## src/rtl/mm4_pkg.sv

```systemverilog
// ----------------------------------------------------------------------------
// mm4_pkg
// Shared constants and types for the 4x4 fixed-point matrix multiplier.
// ----------------------------------------------------------------------------
package mm4_pkg;

    localparam int ELEM_W = 16;
    localparam int DIM    = 4;
    localparam int IDX_W  = $clog2(DIM);
    localparam int LOAD_W = $clog2(2 * DIM);
    localparam int PROD_W = 2 * ELEM_W;
    localparam int ACC_W  = PROD_W + IDX_W;
    localparam int FRAC_W = 4;
    localparam int ROW_W  = DIM * ELEM_W;
    localparam int DATA_W = ((ROW_W + 7) / 8) * 8;

    localparam logic [FRAC_W-1:0] FRAC_RESET = FRAC_W'(8);

    localparam logic signed [ACC_W-1:0] ACC_EMAX = ACC_W'((64'sd1 <<< (ELEM_W - 1)) - 1);
    localparam logic signed [ACC_W-1:0] ACC_EMIN = ~ACC_EMAX;

    typedef logic signed [ELEM_W-1:0] t_elem;

    typedef struct packed {
        logic valid;
        logic first;
        logic last;
    } t_lane_op;

    typedef struct packed {
        logic  valid;
        t_elem value;
        logic  clip;
    } t_lane_res;

endpackage

```

## src/rtl/matrix4x4_multiply_top.sv

```systemverilog
// ----------------------------------------------------------------------------
// matrix4x4_multiply_top
// Loads a left and a right 4x4 signed fixed-point matrix one row per transfer
// and streams out the four rows of their product, shifted and saturated.
//
// Channel   Direction  Signals                          Contents
// s_axis    in         tvalid tready tdata[63:0]        one matrix row
// m_axis    out        tvalid tready tdata tlast tuser  one product row
// cfg       in         i_cfg_valid o_cfg_ready data[3:0]  fraction bits
//
// Rows are loaded at one transfer per cycle. After the eighth row the four
// lanes run four multiply-accumulate steps per product row; each result
// then passes the product, accumulator and result registers of the lanes
// and the output register before it is shown on m_axis.
// Reset is synchronous; the matrix stores themselves are not cleared.
// A stalled sink holds the sequencer before it starts the next row.
// ----------------------------------------------------------------------------
module matrix4x4_multiply_top
    import mm4_pkg::*;
(
    input  logic                i_clk,
    input  logic                i_rst_n,
    input  logic                s_axis_tvalid,
    output logic                s_axis_tready,
    input  logic [DATA_W-1:0]   s_axis_tdata,  // elem_col0, elem_col1, elem_col2, elem_col3
    output logic                m_axis_tvalid,
    input  logic                m_axis_tready,
    output logic [DATA_W-1:0]   m_axis_tdata,  // prod_col0, prod_col1, prod_col2, prod_col3
    output logic                m_axis_tlast,
    output logic                m_axis_tuser,  // saturated
    input  logic                i_cfg_valid,
    output logic                o_cfg_ready,
    input  logic [FRAC_W-1:0]   i_cfg_data
);

    typedef enum logic [1:0] {
        S_LOAD,
        S_ISSUE,
        S_WAIT,
        S_GAP
    } t_state;

    t_state              r_state;
    logic [LOAD_W-1:0]   r_rows;
    logic [IDX_W-1:0]    r_row;
    logic [IDX_W-1:0]    r_k;
    logic [FRAC_W-1:0]   r_frac;
    t_elem               r_left  [DIM][DIM];
    t_elem               r_right [DIM][DIM];

    logic                in_xfer;
    logic                row_done;
    logic                out_busy;
    t_lane_op            op;
    t_lane_res           lane_res [DIM];

    assign s_axis_tready = (r_state == S_LOAD);
    assign in_xfer       = s_axis_tvalid && s_axis_tready;
    assign o_cfg_ready   = 1'b1;

    assign op.valid = (r_state == S_ISSUE);
    assign op.first = (r_k == '0);
    assign op.last  = (r_k == IDX_W'(DIM - 1));

    always_ff @(posedge i_clk) begin
        if (!i_rst_n) begin
            r_frac <= FRAC_RESET;
        end else if (i_cfg_valid) begin
            r_frac <= i_cfg_data;
        end
    end

    always_ff @(posedge i_clk) begin
        if (in_xfer) begin
            for (int j = 0; j < DIM; j++) begin
                if (!r_rows[LOAD_W-1]) begin
                    r_left[r_rows[IDX_W-1:0]][j] <= t_elem'(s_axis_tdata[j*ELEM_W +: ELEM_W]);
                end else begin
                    r_right[r_rows[IDX_W-1:0]][j] <= t_elem'(s_axis_tdata[j*ELEM_W +: ELEM_W]);
                end
            end
        end
    end

    always_ff @(posedge i_clk) begin
        if (!i_rst_n) begin
            r_state <= S_LOAD;
            r_rows  <= '0;
            r_row   <= '0;
            r_k     <= '0;
        end else begin
            unique case (r_state)
                S_LOAD: begin
                    if (in_xfer) begin
                        r_rows <= r_rows + 1'b1;
                        if (r_rows == LOAD_W'(2 * DIM - 1)) begin
                            r_row   <= '0;
                            r_k     <= '0;
                            r_state <= S_GAP;
                        end
                    end
                end
                S_ISSUE: begin
                    r_k <= r_k + 1'b1;
                    if (op.last) begin
                        r_state <= S_WAIT;
                    end
                end
                S_WAIT: begin
                    if (row_done) begin
                        if (r_row == IDX_W'(DIM - 1)) begin
                            r_state <= S_LOAD;
                        end else begin
                            r_row   <= r_row + 1'b1;
                            r_state <= S_GAP;
                        end
                    end
                end
                S_GAP: begin
                    if (!out_busy) begin
                        r_state <= S_ISSUE;
                    end
                end
                default: r_state <= S_LOAD;
            endcase
        end
    end

    for (genvar c = 0; c < DIM; c++) begin : g_lane
        mm4_lane u_lane (
            .i_clk   (i_clk),
            .i_rst_n (i_rst_n),
            .i_op    (op),
            .i_a     (r_left[r_row][r_k]),
            .i_b     (r_right[r_k][c]),
            .i_frac  (r_frac),
            .o_res   (lane_res[c])
        );
    end

    mm4_merge u_merge (
        .i_clk      (i_clk),
        .i_rst_n    (i_rst_n),
        .i_lane     (lane_res),
        .i_last     (r_row == IDX_W'(DIM - 1)),
        .o_row_done (row_done),
        .o_busy     (out_busy),
        .o_tvalid   (m_axis_tvalid),
        .i_tready   (m_axis_tready),
        .o_tdata    (m_axis_tdata),
        .o_tlast    (m_axis_tlast),
        .o_tuser    (m_axis_tuser)
    );

endmodule

```

## src/rtl/mm4_lane.sv

```systemverilog
// ----------------------------------------------------------------------------
// mm4_lane
// One multiply-accumulate lane: forms one product element over DIM steps,
// then shifts it by the fraction bits and saturates it to the element range.
// ----------------------------------------------------------------------------
module mm4_lane
    import mm4_pkg::*;
(
    input  logic                i_clk,
    input  logic                i_rst_n,
    input  t_lane_op            i_op,
    input  t_elem               i_a,
    input  t_elem               i_b,
    input  logic [FRAC_W-1:0]   i_frac,
    output t_lane_res           o_res
);

    logic signed [PROD_W-1:0] r_prod;
    logic                     r_pvalid;
    logic                     r_pfirst;
    logic                     r_plast;
    logic signed [ACC_W-1:0]  r_acc;
    logic signed [ACC_W-1:0]  n_acc;
    logic                     r_adone;
    logic signed [ACC_W-1:0]  shifted;
    t_lane_res                r_res;
    t_lane_res                n_res;

    always_comb begin
        n_acc = r_pfirst ? ACC_W'(r_prod) : r_acc + ACC_W'(r_prod);
        shifted = r_acc >>> i_frac;
        n_res.valid = r_adone;
        if (shifted > ACC_EMAX) begin
            n_res.value = t_elem'(ACC_EMAX[ELEM_W-1:0]);
            n_res.clip  = 1'b1;
        end else if (shifted < ACC_EMIN) begin
            n_res.value = t_elem'(ACC_EMIN[ELEM_W-1:0]);
            n_res.clip  = 1'b1;
        end else begin
            n_res.value = t_elem'(shifted[ELEM_W-1:0]);
            n_res.clip  = 1'b0;
        end
    end

    always_ff @(posedge i_clk) begin
        if (!i_rst_n) begin
            r_pvalid    <= 1'b0;
            r_adone     <= 1'b0;
            r_res.valid <= 1'b0;
        end else begin
            r_pvalid <= i_op.valid;
            r_adone  <= r_pvalid && r_plast;
            r_res    <= n_res;
        end
    end

    always_ff @(posedge i_clk) begin
        r_prod   <= i_a * i_b;
        r_pfirst <= i_op.first;
        r_plast  <= i_op.last;
        if (r_pvalid) begin
            r_acc <= n_acc;
        end
    end

    assign o_res = r_res;

endmodule

```

## src/rtl/mm4_merge.sv

```systemverilog
// ----------------------------------------------------------------------------
// mm4_merge
// Gathers the lane results into one product row, combines the clip flags
// and holds the row in the output register until the sink takes it.
// ----------------------------------------------------------------------------
module mm4_merge
    import mm4_pkg::*;
(
    input  logic                i_clk,
    input  logic                i_rst_n,
    input  t_lane_res           i_lane [DIM],
    input  logic                i_last,
    output logic                o_row_done,
    output logic                o_busy,
    output logic                o_tvalid,
    input  logic                i_tready,
    output logic [DATA_W-1:0]   o_tdata,
    output logic                o_tlast,
    output logic                o_tuser
);

    logic              r_valid;
    logic [DATA_W-1:0] r_data;
    logic              r_last;
    logic              r_sat;
    logic [DATA_W-1:0] n_data;
    logic              n_sat;

    always_comb begin
        n_data = '0;
        n_sat  = 1'b0;
        for (int c = 0; c < DIM; c++) begin
            n_data[c*ELEM_W +: ELEM_W] = i_lane[c].value;
            n_sat = n_sat | i_lane[c].clip;
        end
    end

    always_ff @(posedge i_clk) begin
        if (!i_rst_n) begin
            r_valid <= 1'b0;
        end else if (i_lane[0].valid) begin
            r_valid <= 1'b1;
        end else if (i_tready) begin
            r_valid <= 1'b0;
        end
    end

    always_ff @(posedge i_clk) begin
        if (i_lane[0].valid) begin
            r_data <= n_data;
            r_last <= i_last;
            r_sat  <= n_sat;
        end
    end

    assign o_row_done = i_lane[0].valid;
    assign o_busy     = r_valid && !i_tready;
    assign o_tvalid   = r_valid;
    assign o_tdata    = r_data;
    assign o_tlast    = r_last;
    assign o_tuser    = r_sat;

endmodule

```

## config.mk

```make
export PLATFORM = sky130hd
export DESIGN_NAME = matrix4x4_multiply_top
export DESIGN_NICKNAME = d
export VERILOG_FILES = /design/src/rtl/mm4_pkg.sv /design/src/rtl/matrix4x4_multiply_top.sv /design/src/rtl/mm4_lane.sv /design/src/rtl/mm4_merge.sv
export SDC_FILE = /design/constraint.sdc
export NUM_CORES = 2
export LEC_CHECK = 0
export BUFFER_PORTS_ARGS = -buffer_cell sky130_fd_sc_hd__buf_2
export CAP_MARGIN = 20
export CORE_MARGIN = 5
export CORE_UTILIZATION = 59
export DETAILED_ROUTE_END_ITERATION = 8
export HOLD_SLACK_MARGIN = 0.1
export PLACE_DENSITY = 0.75
export SYNTH_ARGS = -nofsm -noshare
export SYNTH_HDL_FRONTEND = slang
export SYNTH_SLANG_ARGS = --single-unit
```

## constraint.sdc

```tcl
create_clock -name i_clk -period 7.9 [get_ports i_clk]
set_clock_uncertainty 0.2 [all_clocks]
set_input_delay 0.395 -clock i_clk [delete_from_list [all_inputs] [get_ports i_clk]]
set_output_delay 0.395 -clock i_clk [all_outputs]
set_load 0.03 [all_outputs]
```

==> metrics.md <==
| Metric | Value |
|---|---|
| WS Path Type | flip-flop to flip-flop |
| Area of the multi-input gates | 51300 µm² |
| Int Pwr | 21.8 mW |
| Min cycle time layout | 7.77 ns |
| Req. time, crit path | 8.31 ns |
| Vias in the first global route | 60423 |
| Post-synth cell types | 93 |
| Setup TNS | 0 ns |
| DR vias/cell | 5.87 |
| Comb pwr share | 72.1% |
| Power Density | 441 nW/µm² |
| CP top delay family | adder cells |
| Initial antenna violation count | 6 |
| Most frequent CP cell | fa_1 |
| Fin crit share | 98.4% |
| # nets final | 9668 |
| Die X | 386 µm |
| Drt first pass iters | 6 |
| RD Place Congestion | 0.974 |
| Worst-Skew Late Latency | 0.75 ns |
| Worst Path Arrival | 8.18 ns |
| Cells on Worst Hold Path | 0 |
| Rows | 138 |
| Via count | 59036 |
| Reg clk slew, reported paths | 0.06 ns |
| Overflow after GRT | 0 |
| Largest net degree at the start of global routing | 189 |
| Normalized max-slew margin | 26.5% |
| Peak supply drop | 0.623 mV |
| Hold Path Class | flip-flop to flip-flop |
| CP max stage cell | mux4_2 |
| Post-detail-place hpwl | 156 mm |
| Outcome | finished, final reports clean |
| Setup slack at placement | -0.153 ns |
| I/O Pins | 142 |
| Ys Warns | 0 |
| CTS tree | done |
| Async set-or-reset flop fraction in the synthesized netlist | 0% |
| RSZ-0062 raised after global routing | true |
| Worst setup SP type | flip-flop |
| Share of layout cells above drive strength 1 | 12.1% |
| # port buffers | 140 |
| R2R cell count | 30 |
| Layout fillers | 10477 |
| H-tree depth | 3 |
| Commonest non-fill, non-tap cell in the layout | inv_1 |
| Worst-Margin Slew | 1.10 ns |
| DR iter-0 viols | 5708 |
| Leak | 40.5 nW |
| DR DRC count | 0 |
| P_sw | 19.1 mW |
| Clk root buf | clkbuf_16 |
| Final instance area | 92700 µm² |
| Placeable Area | 141000 µm² |
| Post-Syn Area | 83400 µm² |
| Initial core utilization | 59.1% |
| Maximum clock path buffer count | 3 |
| WL/cell | 21.8 µm |
| Crit. End Element | flip-flop |
| #FFs+latches synth | 933 |
| Buffers plus inverters on the worst setup path | 8 |
| Tot GR Track Use | 29.3% |
| Maximum capacitance violations | 0 |
| Post-synth top flop | edfxtp_1 |
| Fin. max-slew vios | 0 |
| Syn Nets | 9416 |
| Register Area | 26500 µm² |
| Placed cell areas | 87300 µm² |
| Most frequent cells in the layout | inv_1 (1235), fa_1 (1044), nand2_1 (968) |
| Post-Syn Instances | 7823 |
| Post-synth EDFFs | 782 |
| Clk sinks | 933 |
| Power share of the clock group | 11.7% |
| Avg Cell Area, Syn | 10.7 µm² |
| Reg2reg end | g_lane[0].u_lane.r_prod[31] |
| Global-route wire length before repair | 339 mm |
| Final ANT Viol Nets | 0 |
| Final WS setup | 0.129 ns |
| Die area | 149000 µm² |
| Worst Hold End | u_merge.o_tdata[53] |
| Slowest stage delay, CP | 0.58 ns |
| Hold Violations, Final | 0 |
| Sequential share of power | 16.2% |
| Overall routed net length | 219 mm |
| Die height | 386 µm |
| Largest fanout on the critical path | 10 |
| Hold Path Origin | g_lane[3].u_lane.o_res[6] |
| Max Fclk | 0.129 GHz |
| Num CTS Buffers | 100 |
| Sequential area share after synthesis | 31.8% |
| Reg2Reg Setup Slack | 0.13 ns |
| Hold slack | 0.214 ns |
| Final setup fails | 0 |
| Syn-to-layout area delta | 11.1% |
| Switching share of power | 46.7% |
## cell usage after synthesis (19+ instances only)
cell,count,area [µm²]
a211oi_1,41,308
a21o_1,102,766
a21oi_1,277,1390
a31oi_1,26,163
and2_1,86,538
and3_1,28,175
buf_1,29,109
buf_2,26,130
clkbuf_1,269,1010
dfxtp_1,151,3020
edfxtp_1,782,23500
fa_1,1052,21100
ha_1,468,5860
inv_1,1235,4640
mux2_2,70,788
mux2i_1,136,1360
mux4_2,163,3670
nand2_1,972,3650
nand2b_1,50,313
nand3_1,70,350
nand4_1,26,163
nor2_1,649,2440
nor2b_1,46,288
nor3_1,51,255
o21a_1,79,593
o21ai_0,290,1450
o21ai_1,66,330
o21bai_1,28,210
o31ai_1,19,143
or2_2,42,263
xnor2_1,173,1520
xor2_1,82,718
## worst max-delay path by stage
stage               cells past startpoint                          end  startpoint  slack (ns)
floorplan                              29  g_lane[1].u_lane.r_prod[31]   flip-flop        0.03
global placement                       27  g_lane[1].u_lane.r_prod[27]   flip-flop       -0.04
detailed placement                     28  g_lane[0].u_lane.r_prod[30]   flip-flop       -0.15
CTS                                    29  g_lane[0].u_lane.r_prod[30]   flip-flop       -0.05
global route                           29  g_lane[0].u_lane.r_prod[31]   flip-flop       -0.13
finish                                 30  g_lane[0].u_lane.r_prod[31]   flip-flop        0.13
## through the flow
step	power (mW)	std cells	utilization, %
finish	40.8	10055	65.7
global route	44.6	10053	65.7
CTS	39.5	9989	64.9
detailed placement	34.4	9721	61.9
global placement	33.6	9720	61.9
floorplan	26.9	7823	-
## cell families (layout without fill, tap and decap cells)
logic type,Yosys count,after routing,synth area share [%]
mux,380,380,7.30
other cells,1,4,0.00450
flops,933,933,31.8
simple gates,2084,2084,10.7
fa+ha+maj,1520,1520,32.3
compound gates,1065,1065,7.93
xor+xnor,255,255,2.68
buf+inv,1585,1924,7.38
## repair_timing
action | CTS | global route
setup buffers | 0 | 52
hold buffers | 79 | 0
gates cloned | 0 | 11
endpoints found under the hold margin | 533 | 0
pin swaps | 0 | 29
setup endpoints to repair | 13 | 28
gates resized for setup | 8 | 99
## layer usage
layer,share of wire (%),routed length (µm),track usage [%],vias up
li1,-,-,-,26256
met1,40,87900,40.7,29387
met2,46,100000,46.7,2884
met3,9.8,21600,5.99,507
met4,4.2,9280,10.0,2
met5,0.062,136,0,-
## flip-flops by register name, indices dropped and copies added, names as in the netlist, named ones only
register	flops
r_state	2
g_lane.u_lane.r_pvalid	1
g_lane.u_lane.r_adone	1
r_row	2
g_lane.u_lane.r_acc	136
u_merge.o_tvalid	1
r_k	2
r_frac	4
u_merge.o_tuser	1
u_merge.o_tdata	64
g_lane.u_lane.o_res	69
g_lane.u_lane.r_prod	128
u_merge.o_tlast	1
r_right	256
g_lane.u_lane.r_pfirst	1
g_lane.u_lane.r_plast	1
r_left	256
r_rows	3
## power groups by stage
stage | clock network, mW | registers [mW] | logic, mW
after CTS | 4.84 | 6.59 | 28.1
after global placement | 0 | 6.68 | 26.9
after global routing | 5.09 | 6.64 | 32.9
after detailed placement | 0 | 6.69 | 27.8
final | 4.79 | 6.60 | 29.5
after floorplan | 0 | 6.50 | 20.3
## final cells by class
cell class / instances / share of cell area (%)
Multi-Input combinational cell: 5305 / 55.3
Sequential cell: 933 / 28.6
Inverter: 1238 / 5.01
Timing Repair Buffer: 497 / 4.80
Clock buffer: 131 / 2.96
Tap cell: 1890 / 2.55
Clock inverter: 58 / 0.694
Antenna cell: 3 / 0.00810
Power figures use the tool's default switching activity.
